$ cat src/rtl/i2c_temp_sensor_register_bank_assert.svh
// assertion macros for the temperature sensor register bank
`ifndef I2C_TEMP_SENSOR_REGISTER_BANK_ASSERT_SVH
`define I2C_TEMP_SENSOR_REGISTER_BANK_ASSERT_SVH

// same-cycle implication, checked out of reset
`define I2CTS_ASSERT_SAME(name, clk, rst_n, ante, cons, msg) \
  name: assert property (@(posedge clk) disable iff (!(rst_n)) (ante) |-> (cons)) \
    else $error(msg);

// next-cycle implication, checked out of reset
`define I2CTS_ASSERT_NEXT(name, clk, rst_n, ante, cons, msg) \
  name: assert property (@(posedge clk) disable iff (!(rst_n)) (ante) |=> (cons)) \
    else $error(msg);

`endif

$ cat src/rtl/i2cts_pkg.sv
package i2cts_pkg;

  typedef enum logic [2:0] {
    CMD_WRITE   = 3'd0,
    CMD_READ    = 3'd1,
    CMD_SETTEMP = 3'd2,
    CMD_ENABLE  = 3'd3,
    CMD_DISABLE = 3'd4
  } cmd_e;

  typedef enum logic [1:0] {
    REG_TEMP    = 2'd0,
    REG_CONFIG  = 2'd1,
    REG_LOWLIM  = 2'd2,
    REG_HIGHLIM = 2'd3
  } reg_e;

  localparam logic [11:0] TempReset   = 12'd400;
  localparam logic [7:0]  ConfigReset = 8'h60;
  localparam logic [15:0] LowReset    = 16'h4B00;
  localparam logic [15:0] HighReset   = 16'h5000;

  localparam int unsigned InDataW  = 48;
  localparam int unsigned InUserW  = 3;
  localparam int unsigned OutDataW = 24;

  typedef struct packed {
    cmd_e        command;
    logic [2:0]  write_length;
    logic [7:0]  write_byte0;
    logic [7:0]  write_byte1;
    logic [7:0]  write_byte2;
    logic [7:0]  read_length;
    logic signed [11:0] temperature_code;
    logic        sample_valid;
  } item_t;

  typedef struct packed {
    logic       status;
    logic [7:0] read_high;
    logic [7:0] read_low;
    logic [1:0] read_count;
  } result_t;

endpackage

$ cat src/rtl/i2c_temp_sensor_register_bank.sv
// pointer-addressed temperature sensor register bank, two-wire bus view
//
// slave stream carries one command per transfer (bus write, bus read, set
// temperature, enable, disable); every command gives exactly one result
// transfer on the master stream with a status bit and up to two read bytes
//
// pipeline: a transfer accepted on the slave stream is registered in the
// input register, evaluated against the register bank combinationally and
// loaded into the result register once that register is free, which then
// raises m_axis_tvalid_o
// throughput: one transfer per cycle while m_axis_tready_i takes each
// result; the bank is updated as a command passes to the result register
//
// reset: pointer selects temperature, temperature 25 C, config 0x60,
// limits 75 C and 80 C, block enabled, both stream stages empty
// stall: a result held on the master side still lets one more transfer
// into the input register; beyond that s_axis_tready_o drops until the
// result is taken, and no state changes while the pipe is held
`include "i2c_temp_sensor_register_bank_assert.svh"

module i2c_temp_sensor_register_bank (
  input  logic                           clk_i,
  input  logic                           rst_ni,
  input  logic                           s_axis_tvalid_i,
  output logic                           s_axis_tready_o,
  // write_length, write_byte0, write_byte1, write_byte2, read_length,
  // temperature_code, sample_valid
  input  logic [i2cts_pkg::InDataW-1:0]  s_axis_tdata_i,
  // command
  input  logic [i2cts_pkg::InUserW-1:0]  s_axis_tuser_i,
  output logic                           m_axis_tvalid_o,
  input  logic                           m_axis_tready_i,
  // status, read_high, read_low, read_count, zero pad
  output logic [i2cts_pkg::OutDataW-1:0] m_axis_tdata_o
);
  import i2cts_pkg::*;

  logic    item_valid;
  item_t   item;
  logic    out_ready;   // result register free or being drained
  logic    fire;        // one command is evaluated this cycle
  result_t result;

  logic    out_valid_q, out_valid_d;
  result_t out_q, out_d;

  assign out_ready = !out_valid_q || m_axis_tready_i;
  assign fire      = item_valid && out_ready;

  i2cts_in_reg u_in_reg (
    .clk_i           (clk_i),
    .rst_ni          (rst_ni),
    .s_axis_tvalid_i (s_axis_tvalid_i),
    .s_axis_tready_o (s_axis_tready_o),
    .s_axis_tdata_i  (s_axis_tdata_i),
    .s_axis_tuser_i  (s_axis_tuser_i),
    .advance_i       (out_ready),
    .item_valid_o    (item_valid),
    .item_o          (item)
  );

  // register bank and command decode
  i2cts_core u_core (
    .clk_i    (clk_i),
    .rst_ni   (rst_ni),
    .fire_i   (fire),
    .item_i   (item),
    .result_o (result)
  );

  // result register
  always_comb begin
    out_valid_d = out_valid_q;
    out_d       = out_q;
    if (out_ready) begin
      out_valid_d = fire;
      if (fire) begin
        out_d = result;
      end
    end
  end

  always_ff @(posedge clk_i or negedge rst_ni) begin
    if (!rst_ni) begin
      out_valid_q <= 1'b0;
    end else begin
      out_valid_q <= out_valid_d;
    end
  end

  always_ff @(posedge clk_i) begin
    out_q <= out_d;
  end

  assign m_axis_tvalid_o = out_valid_q;
  assign m_axis_tdata_o  = {5'b00000, out_q.read_count, out_q.read_low,
                            out_q.read_high, out_q.status};

  // an evaluated command always lands in the result register
  `I2CTS_ASSERT_NEXT(a_fire_gives_result, clk_i, rst_ni, fire, m_axis_tvalid_o,
    "evaluated command produced no result")
  // a read that returns bytes never reports an error
  `I2CTS_ASSERT_SAME(a_read_no_error, clk_i, rst_ni,
    m_axis_tvalid_o && (out_q.read_count != 2'd0), !out_q.status,
    "read with bytes flagged as error")
  // no more than two bytes come back
  `I2CTS_ASSERT_SAME(a_count_range, clk_i, rst_ni, m_axis_tvalid_o,
    out_q.read_count != 2'd3, "read count out of range")
  // bytes beyond the count read as zero
  `I2CTS_ASSERT_SAME(a_short_read_zero, clk_i, rst_ni,
    m_axis_tvalid_o && (out_q.read_count != 2'd2), out_q.read_low == 8'h00,
    "unreturned low byte not zero")

endmodule

$ cat src/rtl/i2cts_in_reg.sv
module i2cts_in_reg (
  input  logic                           clk_i,
  input  logic                           rst_ni,
  input  logic                           s_axis_tvalid_i,
  output logic                           s_axis_tready_o,
  input  logic [i2cts_pkg::InDataW-1:0]  s_axis_tdata_i,
  input  logic [i2cts_pkg::InUserW-1:0]  s_axis_tuser_i,
  input  logic                           advance_i,
  output logic                           item_valid_o,
  output i2cts_pkg::item_t               item_o
);
  import i2cts_pkg::*;

  logic  valid_q, valid_d;
  item_t item_q, item_d;
  logic  load;

  assign s_axis_tready_o = !valid_q || advance_i;
  assign load            = s_axis_tvalid_i && s_axis_tready_o;

  always_comb begin
    valid_d = valid_q;
    if (load) begin
      valid_d = 1'b1;
    end else if (advance_i) begin
      valid_d = 1'b0;
    end
  end

  // unpack tdata, lowest field first
  always_comb begin
    item_d                  = item_q;
    if (load) begin
      item_d.command          = cmd_e'(s_axis_tuser_i);
      item_d.write_length     = s_axis_tdata_i[2:0];
      item_d.write_byte0      = s_axis_tdata_i[10:3];
      item_d.write_byte1      = s_axis_tdata_i[18:11];
      item_d.write_byte2      = s_axis_tdata_i[26:19];
      item_d.read_length      = s_axis_tdata_i[34:27];
      item_d.temperature_code = s_axis_tdata_i[46:35];
      item_d.sample_valid     = s_axis_tdata_i[47];
    end
  end

  always_ff @(posedge clk_i or negedge rst_ni) begin
    if (!rst_ni) begin
      valid_q <= 1'b0;
    end else begin
      valid_q <= valid_d;
    end
  end

  always_ff @(posedge clk_i) begin
    item_q <= item_d;
  end

  assign item_valid_o = valid_q;
  assign item_o       = item_q;

endmodule

$ cat src/rtl/i2cts_core.sv
module i2cts_core (
  input  logic                clk_i,
  input  logic                rst_ni,
  input  logic                fire_i,
  input  i2cts_pkg::item_t    item_i,
  output i2cts_pkg::result_t  result_o
);
  import i2cts_pkg::*;

  reg_e        pointer_q, pointer_d;
  logic [11:0] temp_q, temp_d;
  logic [7:0]  config_q, config_d;
  logic [15:0] low_q, low_d;
  logic [15:0] high_q, high_d;
  logic        enabled_q, enabled_d;

  reg_e        new_ptr;
  logic [11:0] read_temp;
  logic [15:0] reg_word;
  logic [1:0]  cnt;
  result_t     res;

  assign new_ptr   = reg_e'(item_i.write_byte0[1:0]);
  // a fresh sample is taken in before a temperature read
  assign read_temp = (item_i.sample_valid) ? item_i.temperature_code : temp_q;
  assign cnt       = (item_i.read_length >= 8'd2) ? 2'd2 : item_i.read_length[1:0];

  always_comb begin
    case (pointer_q)
      REG_TEMP:   reg_word = {read_temp, 4'b0000};
      REG_CONFIG: reg_word = {config_q, 8'h00};
      REG_LOWLIM: reg_word = low_q;
      default:    reg_word = high_q;
    endcase
  end

  always_comb begin
    pointer_d = pointer_q;
    temp_d    = temp_q;
    config_d  = config_q;
    low_d     = low_q;
    high_d    = high_q;
    enabled_d = enabled_q;
    res       = '0;
    case (item_i.command)
      CMD_WRITE: begin
        if (!enabled_q || item_i.write_length == 3'd0 || item_i.write_length > 3'd3) begin
          res.status = 1'b1;
        end else begin
          pointer_d = new_ptr;
          if (item_i.write_length == 3'd2) begin
            if (new_ptr == REG_CONFIG) begin
              config_d = item_i.write_byte1;
            end else begin
              res.status = 1'b1;
            end
          end else if (item_i.write_length == 3'd3) begin
            if (new_ptr == REG_LOWLIM) begin
              low_d = {item_i.write_byte1, item_i.write_byte2};
            end else if (new_ptr == REG_HIGHLIM) begin
              high_d = {item_i.write_byte1, item_i.write_byte2};
            end else begin
              res.status = 1'b1;
            end
          end
        end
      end
      CMD_READ: begin
        if (pointer_q == REG_TEMP) begin
          temp_d = read_temp;
        end
        res.read_count = cnt;
        if (cnt != 2'd0) begin
          res.read_high = reg_word[15:8];
        end
        if (cnt == 2'd2) begin
          res.read_low = reg_word[7:0];
        end
      end
      CMD_SETTEMP: temp_d    = item_i.temperature_code;
      CMD_ENABLE:  enabled_d = 1'b1;
      CMD_DISABLE: enabled_d = 1'b0;
      default:     res.status = 1'b1;
    endcase
  end

  always_ff @(posedge clk_i or negedge rst_ni) begin
    if (!rst_ni) begin
      pointer_q <= REG_TEMP;
      temp_q    <= TempReset;
      config_q  <= ConfigReset;
      low_q     <= LowReset;
      high_q    <= HighReset;
      enabled_q <= 1'b1;
    end else if (fire_i) begin
      pointer_q <= pointer_d;
      temp_q    <= temp_d;
      config_q  <= config_d;
      low_q     <= low_d;
      high_q    <= high_d;
      enabled_q <= enabled_d;
    end
  end

  assign result_o = res;

endmodule
$ cat config.mk
export PLATFORM = sky130hd
export DESIGN_NAME = i2c_temp_sensor_register_bank
export DESIGN_NICKNAME = d
export VERILOG_FILES = /design/src/rtl/i2cts_pkg.sv /design/src/rtl/i2c_temp_sensor_register_bank.sv /design/src/rtl/i2cts_in_reg.sv /design/src/rtl/i2cts_core.sv
export VERILOG_INCLUDE_DIRS = /design/src /design/src/rtl
export SDC_FILE = /design/constraint.sdc
export NUM_CORES = 1
export LEC_CHECK = 0
export BUFFER_PORTS_ARGS = -buffer_cell sky130_fd_sc_hd__buf_2
export CORE_MARGIN = 1
export CORE_UTILIZATION = 60
export DETAILED_ROUTE_END_ITERATION = 12
export GPL_TIMING_DRIVEN = 0
export PLACE_DENSITY = 0.84
export SETUP_SLACK_MARGIN = 0.05
export SYNTH_ARGS = -nofsm -noshare
export SYNTH_HDL_FRONTEND = slang
export SYNTH_SLANG_ARGS = --single-unit
$ cat constraint.sdc
create_clock -name clk_i -period 5.8 [get_ports clk_i]
set_input_delay 1.16 -clock clk_i [delete_from_list [all_inputs] [get_ports clk_i]]
set_output_delay 1.16 -clock clk_i [all_outputs]
set_load 0.01 [all_outputs]
==> out/qor.yml, run 1 <==
outcome:
  status: "finished clean"
yosys:
  synth_area_leaders: "edfxtp_1 (39%), dfrtp_1 (23%), mux2_2 (11%)"
  yosysTopAreaCell: "edfxtp_1"
  synth_area_mm2: 0.004893
  syn_avg_cell_area_um2: 17.41
  ys_warn_count: 0
  synth_ff_type: "edfxtp_1"
  ys_types: 39
  yosysSeqAreaShare_pct: 68.73
  synth_top_area_share_pct: 39.27
  yosys.area_share.simple_pct: 6.980
  yosys-top-cells-count: "edfxtp_1 (64), mux2_2 (46), dfrtp_1 (45), mux2_1 (24), dfstp_2 (12)"
  synth_edf_count: 64
  postSynthCellCount: 281
  synthXorXnorAreaFrac_pct: 0
  synth_top_family_by_area: "multiplexers"
  synth_async_sr_flop_share_pct: 47.11
  synth_mux_area_share_pct: 20.61
  synth_fa_ha_area_share_pct: 0
  synth.most_common_cell: "edfxtp_1"
  ys_ff_latch: 121
  synth_compound_area_share_pct: 1.534
clock_tree:
  post_cts_buffers: 0
  clk_latency_ns: 0.52
  cts_buffers: 17
  clk_pin_slew_worst_paths_ns: 0.06
  ctsHoldBuffers: 0
  cts.path.max_buffers: 2
  cts_tree: "done"
  clock-root-buffer: "clkbuf_8"
  htree_levels: 4
  cts_resized: 0
  cts.sinks: 121
floorplan:
  dieHeight_um: 92.31
  dieArea_mm2: 0.008521
  ios: 81
  die_w_um: 92.31
  coreArea_mm2: 0.007807
  rows: 32
  initial_utilization_pct: 62.68
global_route:
  met1_usage_pct: 29.39
  grt-busiest-layer: "met2"
  grt_pass1_wl_um: 14220
  antenna_found_initial: 0
  grt_overflow_total: 0
  met2_usage_pct: 38.46
  grt_max_degree: 58
  grt_pass1_vias: 2775
  grt_usage_pct: 23.48
  grt_util_met3_pct: 6.568
layout:
  nFillCells: 444
  area_growth_pct: 22.09
  fin_area_mm2: 0.005974
  fin_nets: 429
  drive_gt1_share_pct: 48.58
  diodes: 0
sta:
  period_share_pct: 47.46
  setup_viol: 0
  period_needed_ns: 2.753
  fmax_mhz: 363.3
  fin_setup_tns_ns: 0
  rsz0062_at_grt: "no"
  tightest_slew_ns: 1.008
  slew_headroom_pct: 32.81
  slew_viol_final: 0
  skew_ns: 0.009620
  finalHoldViolCount: 0
pwr:
  intPower_mw: 1.702
  p_leak_nw: 2.592
  power_mw: 2.267
  pwr-share-clk_pct: 44.0
  p_seq_share_pct: 45.5
  power.switching_mw: 0.5656
  combPwrFrac_pct: 10.4
  irDropWorstVdd_v: 0.0002288
  powerDensity_mw_per_mm2: 379.5
  swShare_pct: 24.94
detailed_routing:
  via_per_inst: 5.526
  drt_wl_total_um: 8987
  first_pass_iters: 4
  ant_nets: 0
  drc: 0
  drt-wirelength-per-cell_um: 18.38
  dr.first_iter.drc_count: 116
  vias: 2702
setup_path:
  setup.worst_path.start_class: "input port"
  max_stage_delay_ns: 0.18
  crit_fanout: 3
  worstPathArrival_ns: 1.59
  crit_chain: "buf_2, nand3b_1, buf_2"
  path_common_cell: "buf_2"
  required_ns: 4.64
  cpMaxStageDelayCell: "nand3b_1"
  worstSetupEndpointType: "output port"
  criticalPathCategory: "input port to output port"
placement:
  hpwl_um: 5646
  gp_congestion: 0.7622
  dpl_cell_area_mm2: 0.005403
  portBuffers: 69
flow_run:
  max-cap-violations: 0
worst_hold_path:
  hp-class: "flip-flop to flip-flop"
==> kinds of logic after synthesis <==
family | Yosys count
muxes | 82
AOI/OAI and AO/OA | 12
other | 1
DFF | 121
and+or+nand+nor | 51
buffers and inverters | 14
==> through the flow <==
step	setup WS (ns)	hold slack, ns	std cells	util (%)
finish	3.047	0.4799	489	76.52
global route	2.991	0.5049	489	76.52
CTS	3.043	0.4854	489	76.49
detailed placement	3.044	0.4692	457	69.20
global placement	2.446	0.4614	456	68.93
floorplan	2.937	0.4522	285	-
==> layout by cell type, fill, tap and decap left out, drive strengths merged, types with 3 or more instances in the layout <==
cell / count
dfstp: 12
nand4b: 3
dfrtp: 45
clkinv: 4
nor2b: 8
conb: 5
nand2: 7
mux2i: 4
nor2: 16
nand2b: 6
o21ai: 5
mux2: 70
inv: 10
a22oi: 4
buf: 82
clkbuf: 18
edfxtp: 64
mux4: 8
==> state kept, by name, summed over array words and instances, names as in the netlist <==
| register | count |
|---|---|
| u_in_reg.item_o | 45 |
| u_core.pointer_q | 2 |
| u_core.temp_q | 12 |
| u_core.low_q | 16 |
| u_core.high_q | 16 |
| u_core.config_q | 8 |
| u_core.enabled_q | 1 |
| m_axis_tdata_o | 19 |
| u_in_reg.item_valid_o | 1 |
| m_axis_tvalid_o | 1 |
==> power by group through the flow <==
stage | Clock, mW | Combinational, mW | Sequential, mW
global route | 1.05 | 0.258 | 1.04
global placement | 0 | 0.226 | 1.04
detailed placement | 0 | 0.235 | 1.04
finish | 0.999 | 0.237 | 1.03
CTS | 1.01 | 0.240 | 1.03
floorplan | 0 | 0.160 | 1.04
==> cell type report <==
| type | instances | area (µm²) | share of cell area (%) |
|---|---|---|---|
| plain buffers | 13 | 97.59 | 1.634 |
| clock buffers | 17 | 414.1 | 6.932 |
| clock inverters | 15 | 155.1 | 2.597 |
| inverters | 1 | 3.754 | 0.06283 |
| multi-input cells | 150 | 1445 | 24.19 |
| flip-flops and latches | 121 | 3363 | 56.29 |
| well taps | 102 | 127.6 | 2.136 |
| repair buffers | 70 | 367.9 | 6.157 |
==> layer usage <==
metal	vias up	part of all wire, %
met2	94	51
li1	1235	-
met4	0	2.2
met3	18	4.4
met1	1355	42
met5	-	0
==> path summary, 6_finish.rpt <==
kind | startpoint | end | slack [ns] | cells after the start
worst max-delay path | m_axis_tready_i | s_axis_tready_o | 3.05 | 3
worst min-delay path | u_core.low_q[6]$_DFFE_PN0P_ | u_core.low_q[6]$_DFFE_PN0P_ | 0.48 | 1
worst max register to register | u_in_reg.item_o[0]$_DFFE_PP_ | m_axis_tdata_o[6]$_SDFFCE_PN0P_ | 3.90 | 4
worst min register to register | u_core.low_q[6]$_DFFE_PN0P_ | u_core.low_q[6]$_DFFE_PN0P_ | 0.48 | 1
max in group asynchronous | rst_ni | u_core.config_q[4]$_DFFE_PN0P_ | 4.62 | 1
min in group asynchronous | rst_ni | u_core.config_q[1]$_DFFE_PN0P_ | 0.68 | 1
==> critical path, delay by kind of cell <==
family        cells  cell delay [ns]
simple gates      1             0.18
buf+inv           2             0.26
No activity file was read; power rests on OpenSTA's default activity.
==> run 2, diff against run 1 <==
Settings changed: CORE_UTILIZATION 60 to 50, PLACE_DENSITY 0.84 to 0.75.
Clock period 5.8 ns to 2.4 ns, I/O delays scaled along.
==> out/qor.yml, run 2 (synthesis results as in run 1) <==
floorplan:
  dieHeight_um: 100.9  # +9.3%
  coreArea_mm2: 0.009371  # +20%
  dieArea_mm2: 0.01019  # +20%
  ios: 81  # unchanged
  rows: 35  # +9.4%
  die_w_um: 100.9  # +9.3%
  initial_utilization_pct: 52.22  # -10 points
setup_path:
  r2r_slack_ns: 0.50  # -3.40 ns
  criticalPathCategory: "flip-flop to flip-flop"
  reg2reg_to: "m_axis_tdata_o[15]$_SDFFCE_PN0P_"
  required_ns: 2.66  # -1.98 ns
  rr_worst_depth: 5  # +1
  crit_fanout: 10  # +7
  setup.worst_path.start_class: "flip-flop"
  worstSetupEndpointType: "flip-flop"
  cp-startpoint: "u_core.pointer_q[0]$_DFFE_PN0P_"
  worstPathArrival_ns: 2.16  # +0.57 ns
  worstReg2RegStart: "u_core.pointer_q[0]$_DFFE_PN0P_"
pwr:
  powerDensity_mw_per_mm2: 913.8  # +140%
  irDropWorstVdd_v: 0.0005384  # +140%
  intPower_mw: 4.195  # +150%
  combPwrFrac_pct: 10.3  # about the same
  p_leak_nw: 2.592  # about the same
  p_seq_share_pct: 45.1  # -0.4 points
  power.switching_mw: 1.307  # +130%
  pwr-share-clk_pct: 44.6  # +0.6 points
  swShare_pct: 23.75  # -1.2 points
sta:
  setup_viol: 0  # unchanged
  rsz0062_at_grt: "no"
  period_needed_ns: 1.904
  slew_headroom_pct: 35.15  # +2.3 points
  slew_viol_final: 0  # unchanged
  skew_ns: 0.01297  # +0.003348 ns
  fmax_mhz: 525.3
  worst_slack_ns: 0.4962  # -2.551 ns
  tightest_slew_ns: 0.9727  # -0.03509 ns
  finalHoldViolCount: 0  # unchanged
  period_share_pct: 79.33
  fin_hold_ws_ns: 0.01574  # -0.4642 ns
  fin_setup_tns_ns: 0  # unchanged
layout:
  area_growth_pct: 23.04
  fin_area_mm2: 0.006021  # +0.77%
  fin_nets: 429  # unchanged
  utilization_pct: 64.25  # -12 points
  drive_gt1_share_pct: 48.58  # unchanged
  layout_common_cells: "buf_2 (70), edfxtp_1 (64), mux2_2 (46)"
  diodes: 0  # unchanged
  final_common_cell: "buf_2"
  largest_reg_flops: 45  # unchanged
detailed_routing:
  drc: 0  # unchanged
  drt-wirelength-per-cell_um: 16.49  # -10%
  first_pass_iters: 4  # unchanged
  dr.first_iter.drc_count: 58  # -50%
  ant_nets: 0  # unchanged
  vias: 2671  # -1.1%
  drt_wl_total_um: 8509  # -5.3%
  via_per_inst: 5.176  # -6.3%
clock_tree:
  clock-root-buffer: "clkbuf_8"
  cts_tree: "done"
  cts_buffers: 17  # unchanged
  cts.sinks: 121  # unchanged
  htree_levels: 4  # unchanged
  ctsHoldBuffers: 0  # unchanged
  post_cts_buffers: 0  # unchanged
  clk_latency_ns: 0.51  # about the same
  cts_resized: 0  # unchanged
  cts.path.max_buffers: 2  # unchanged
  clk_pin_slew_worst_paths_ns: 0.06  # about the same
outcome:
  status: "finished clean"
placement:
  hpwl_um: 5673  # +0.47%
  dpl_cell_area_mm2: 0.005436  # +0.63%
  dp_slack_ns: 0.3067  # -2.737 ns
  portBuffers: 69  # unchanged
  gp_congestion: 0.7505  # -1.5%
global_route:
  antenna_found_initial: 0  # unchanged
  grt_pass1_vias: 2695  # -2.9%
  grt_max_degree: 58  # unchanged
  grt_pass1_wl_um: 13660  # -4.0%
  grt_usage_pct: 18.70  # -4.8 points
  grt_overflow_total: 0  # unchanged
worst_hold_path:
  hp-class: "input port to async pin"
flow_run:
  max-cap-violations: 0  # unchanged
## run 2: cell types whose count changed in the layout (fill, tap and decap cells not counted), sizes merged
cell      delta
inv          -4
clkinv       +2
bufinv       +1
clkinvlp     +1
## run 2: worst max-delay path: stages (launching register included)
cell and delay [ns]:
dfrtp_1 0.31, buf_2 0.31, buf_2 0.35, mux2_2 0.41
a22oi_1 0.20, nor2_1 0.07
## run 2: metal layers
metal | global-route usage [%] | up-vias | part of all wire [%]
met1 | 24.33 | 1363 | 45
met2 | 29.50 | 62 | 49
met4 | 6.689 | 0 | 1.1
met3 | 6.241 | 8 | 4.8
met5 | 0 | - | 0
li1 | - | 1238 | -
## run 2: area by class of cell
cell class                      count  area, µm²
Multi-Input combinational cell    150       1445
Sequential cell                   121       3363
Timing Repair Buffer               70      367.9
Clock inverter                     15      167.7
Clock buffer                       17      414.1
Buffer                             13      97.59
Tap cell                          129      161.4
Inverter                            1      3.754
Fill cell                         721       3351
## run 2: power by group through the flow
stage / clock [mW] / sequential [mW] / combinational, mW
4_1_cts: 2.50 / 2.48 / 0.578
2_1_floorplan: 0 / 2.51 / 0.387
3_3_place_gp: 0 / 2.51 / 0.552
5_1_grt: 2.58 / 2.51 / 0.620
6_report: 2.45 / 2.48 / 0.566
3_5_place_dp: 0 / 2.52 / 0.576
## run 2: worst max-delay path by stage
stage / end / slack, ns / depth (start not counted)
2_1_floorplan: u_in_reg.item_o[0]$_DFFE_PP_ / 0.22 / 2
3_3_place_gp: u_in_reg.item_o[34]$_DFFE_PP_ / -0.29 / 3
3_5_place_dp: u_core.enabled_q$_DFFE_PN1P_ / 0.31 / 5
4_1_cts: m_axis_tdata_o[15]$_SDFFCE_PN0P_ / 0.48 / 5
5_1_grt: u_core.enabled_q$_DFFE_PN1P_ / 0.31 / 4
6_report: m_axis_tdata_o[15]$_SDFFCE_PN0P_ / 0.50 / 5
## run 2: through the flow
step                total power [mW]  std cells
floorplan                      2.899        285
global placement               3.066        483
detailed placement             3.097        484
CTS                            5.561        516
global route                   5.706        516
finish                         5.502        516
==> run 3, diff against run 2 <==
Clock period 2.4 ns to 1.6 ns, I/O delays scaled along.
==> out/qor.yml, run 3 (synthesis results as in run 1) <==
clock_tree:
  cts.sinks: 121  # unchanged
  cts_buffers: 17  # unchanged
  clk_pin_slew_worst_paths_ns: 0.06  # about the same
  clock-root-buffer: "clkbuf_8"
  cts_tree: "done"
  clk_latency_ns: 0.52  # about the same
  cts.path.max_buffers: 2  # unchanged
  htree_levels: 4  # unchanged
floorplan:
  dieArea_mm2: 0.01019  # unchanged
  dieHeight_um: 100.9  # unchanged
  coreArea_mm2: 0.009371  # unchanged
  initial_utilization_pct: 52.22  # unchanged
  ios: 81  # unchanged
  rows: 35  # unchanged
  die_w_um: 100.9  # unchanged
setup_path:
  crit_fanout: 7  # -3
  setup.worst_path.start_class: "flip-flop"
  max_stage_delay_ns: 0.45  # +0.04 ns
  worstPathArrival_ns: 2.04  # -0.12 ns
  crit_chain: "buf_6, mux2_4, mux4_2, nor2b_1"
  criticalPathCategory: "flip-flop to flip-flop"
  crit_buf_inv: 1  # -1
  required_ns: 1.84  # -0.82 ns
  cpMaxStageDelayCell: "mux4_2"
  critical-path-top-delay-family: "multiplexers"
  worstSetupEndpointType: "flip-flop"
layout:
  largest_reg_flops: 45  # unchanged
  final_cells: 590  # +14%
  layout_common_cells: "buf_2 (69), edfxtp_1 (64), mux2_4 (62)"
  nFillCells: 518  # -28%
  drive_gt1_share_pct: 56.18  # +7.6 points
  final_common_cell: "buf_2"
  register_area_mm2: 0.003363  # unchanged
  diodes: 0  # unchanged
  fin_nets: 503  # +17%
  multiInputGateArea_mm2: 0.001807  # +25%
  area_growth_pct: 47.46
sta:
  setup_viol: 62  # +62
  fmax_mhz: 555.5  # +5.8%
  slew_headroom_pct: 50.83  # +16 points
  tightest_slew_ns: 0.7375  # -0.2352 ns
  fin_setup_tns_ns: -7.655  # -7.655 ns
  period_share_pct: 112.5  # +33 points
  worst_slack_ns: -0.2003  # -0.6964 ns
  slew_viol_final: 0  # unchanged
  fin_hold_ws_ns: 0.1677  # +0.1520 ns
  rsz0062_at_grt: "yes"
  finalHoldViolCount: 0  # unchanged
  skew_ns: 0.01295  # -0.00001590 ns
  period_needed_ns: 1.800  # -0.1036 ns
global_route:
  antenna_found_initial: 0  # unchanged
  grt_overflow_total: 0  # unchanged
  grt_pass1_wl_um: 17420  # +28%
  grt_pass1_vias: 3208  # +19%
  grt_max_degree: 58  # unchanged
  grt_usage_pct: 24.42  # +5.7 points
outcome:
  status: "finished, violations left"
  violations: "negative setup slack"
pwr:
  powerDensity_mw_per_mm2: 1229  # +34%
  irDropWorstVdd_v: 0.0007899  # +47%
  p_leak_nw: 3.091  # +19%
placement:
  hpwl_um: 5407  # -4.7%
  portBuffers: 69  # unchanged
  placed_cells: 483  # -0.21%
  gp_congestion: 0.7513  # +0.11%
detailed_routing:
  ant_nets: 0  # unchanged
  drt-wirelength-per-cell_um: 20.27  # +23%
  drc: 0  # unchanged
  via_per_inst: 5.200  # +0.46%
  first_pass_iters: 4  # unchanged
  dr.first_iter.drc_count: 212  # +270%
  vias: 3068  # +15%
  drt_wl_total_um: 11960  # +41%
flow_run:
  max-cap-violations: 0  # unchanged
worst_hold_path:
  hp-class: "input port to flip-flop"
[run 3: cell types whose count changed in the layout (fill, tap and decap cells not counted), sizes merged]
cell and change:
and2 +1, buf +25, bufinv +1, clkbuf +7, clkinv -1, clkinvlp -1
dlygate4sd3 +47, inv -5
[run 3: power breakdown]
| part | total (mW) | switching, mW | internal (mW) |
|---|---|---|---|
| combinational | 1.29 | 0.542 | 0.750 |
| sequential | 3.77 | 0.167 | 3.61 |
| clock | 3.80 | 1.32 | 2.48 |
[run 3: per-stage QoR]
stage	util (%)	cell area (µm²)	setup slack [ns]	total power, mW
3_5_place_dp	59.29	5557	-0.3630	4.696
2_1_floorplan	-	5050	-0.1080	4.410
4_1_cts	74.99	7028	-0.1561	8.695
6_report	77.00	7216	-0.2003	8.866
3_3_place_gp	59.29	5557	-0.3455	4.661
5_1_grt	77.00	7216	-0.2161	9.129
[run 3: what timing repair did]
action                                 4_1_cts  5_1_grt
buffers inserted                            21        5
pin swaps                                    6       19
gates resized for setup                     49       36
setup endpoints to repair                   90      136
hold buffers                                46        1
gates cloned                                 2        2
endpoints found under the hold margin       46       45
[run 3: path summary, 6_finish.rpt]
kind | start | endpoint | slack, ns | depth (start not counted)
max in group asynchronous | rst_ni | u_core.high_q[11]$_DFFE_PN0P_ | 0.69 | 2
min in group asynchronous | rst_ni | u_core.temp_q[9]$_DFFE_PN0P_ | 0.41 | 2
max reg2reg | u_in_reg.item_o[0]$_DFFE_PP_ | m_axis_tdata_o[8]$_SDFFCE_PN0P_ | -0.20 | 4
min reg2reg | u_core.temp_q[3]$_DFFE_PN0P_ | u_core.temp_q[3]$_DFFE_PN0P_ | 0.51 | 1
max | u_in_reg.item_o[0]$_DFFE_PP_ | m_axis_tdata_o[8]$_SDFFCE_PN0P_ | -0.20 | 4
min | m_axis_tready_i | m_axis_tvalid_o$_DFFE_PN0N_ | 0.17 | 3
[run 3: worst min-delay path, stage by stage]
cell,delay [ns]
buf_2,0.08
nand2b_2,0.18
nand2b_1,0.07
[run 3: metal layers]
metal / global-route usage, % / wire length [µm] / up-vias
met5: 0 / 0 / -
met4: 12.26 / 128 / 0
met3: 4.785 / 582 / 9
met2: 41.20 / 6228 / 111
met1: 30.16 / 5019 / 1566
li1: - / - / 1382
[run 3: cell type report]
cell class / instances / area share (%)
flip-flops and latches: 121 / 46.61
multi-input cells: 151 / 25.04
repair buffers: 144 / 16.06
clock buffers: 23 / 6.468
well taps: 129 / 2.237
plain buffers: 12 / 1.838
clock inverters: 9 / 1.699
inverters: 1 / 0.05202
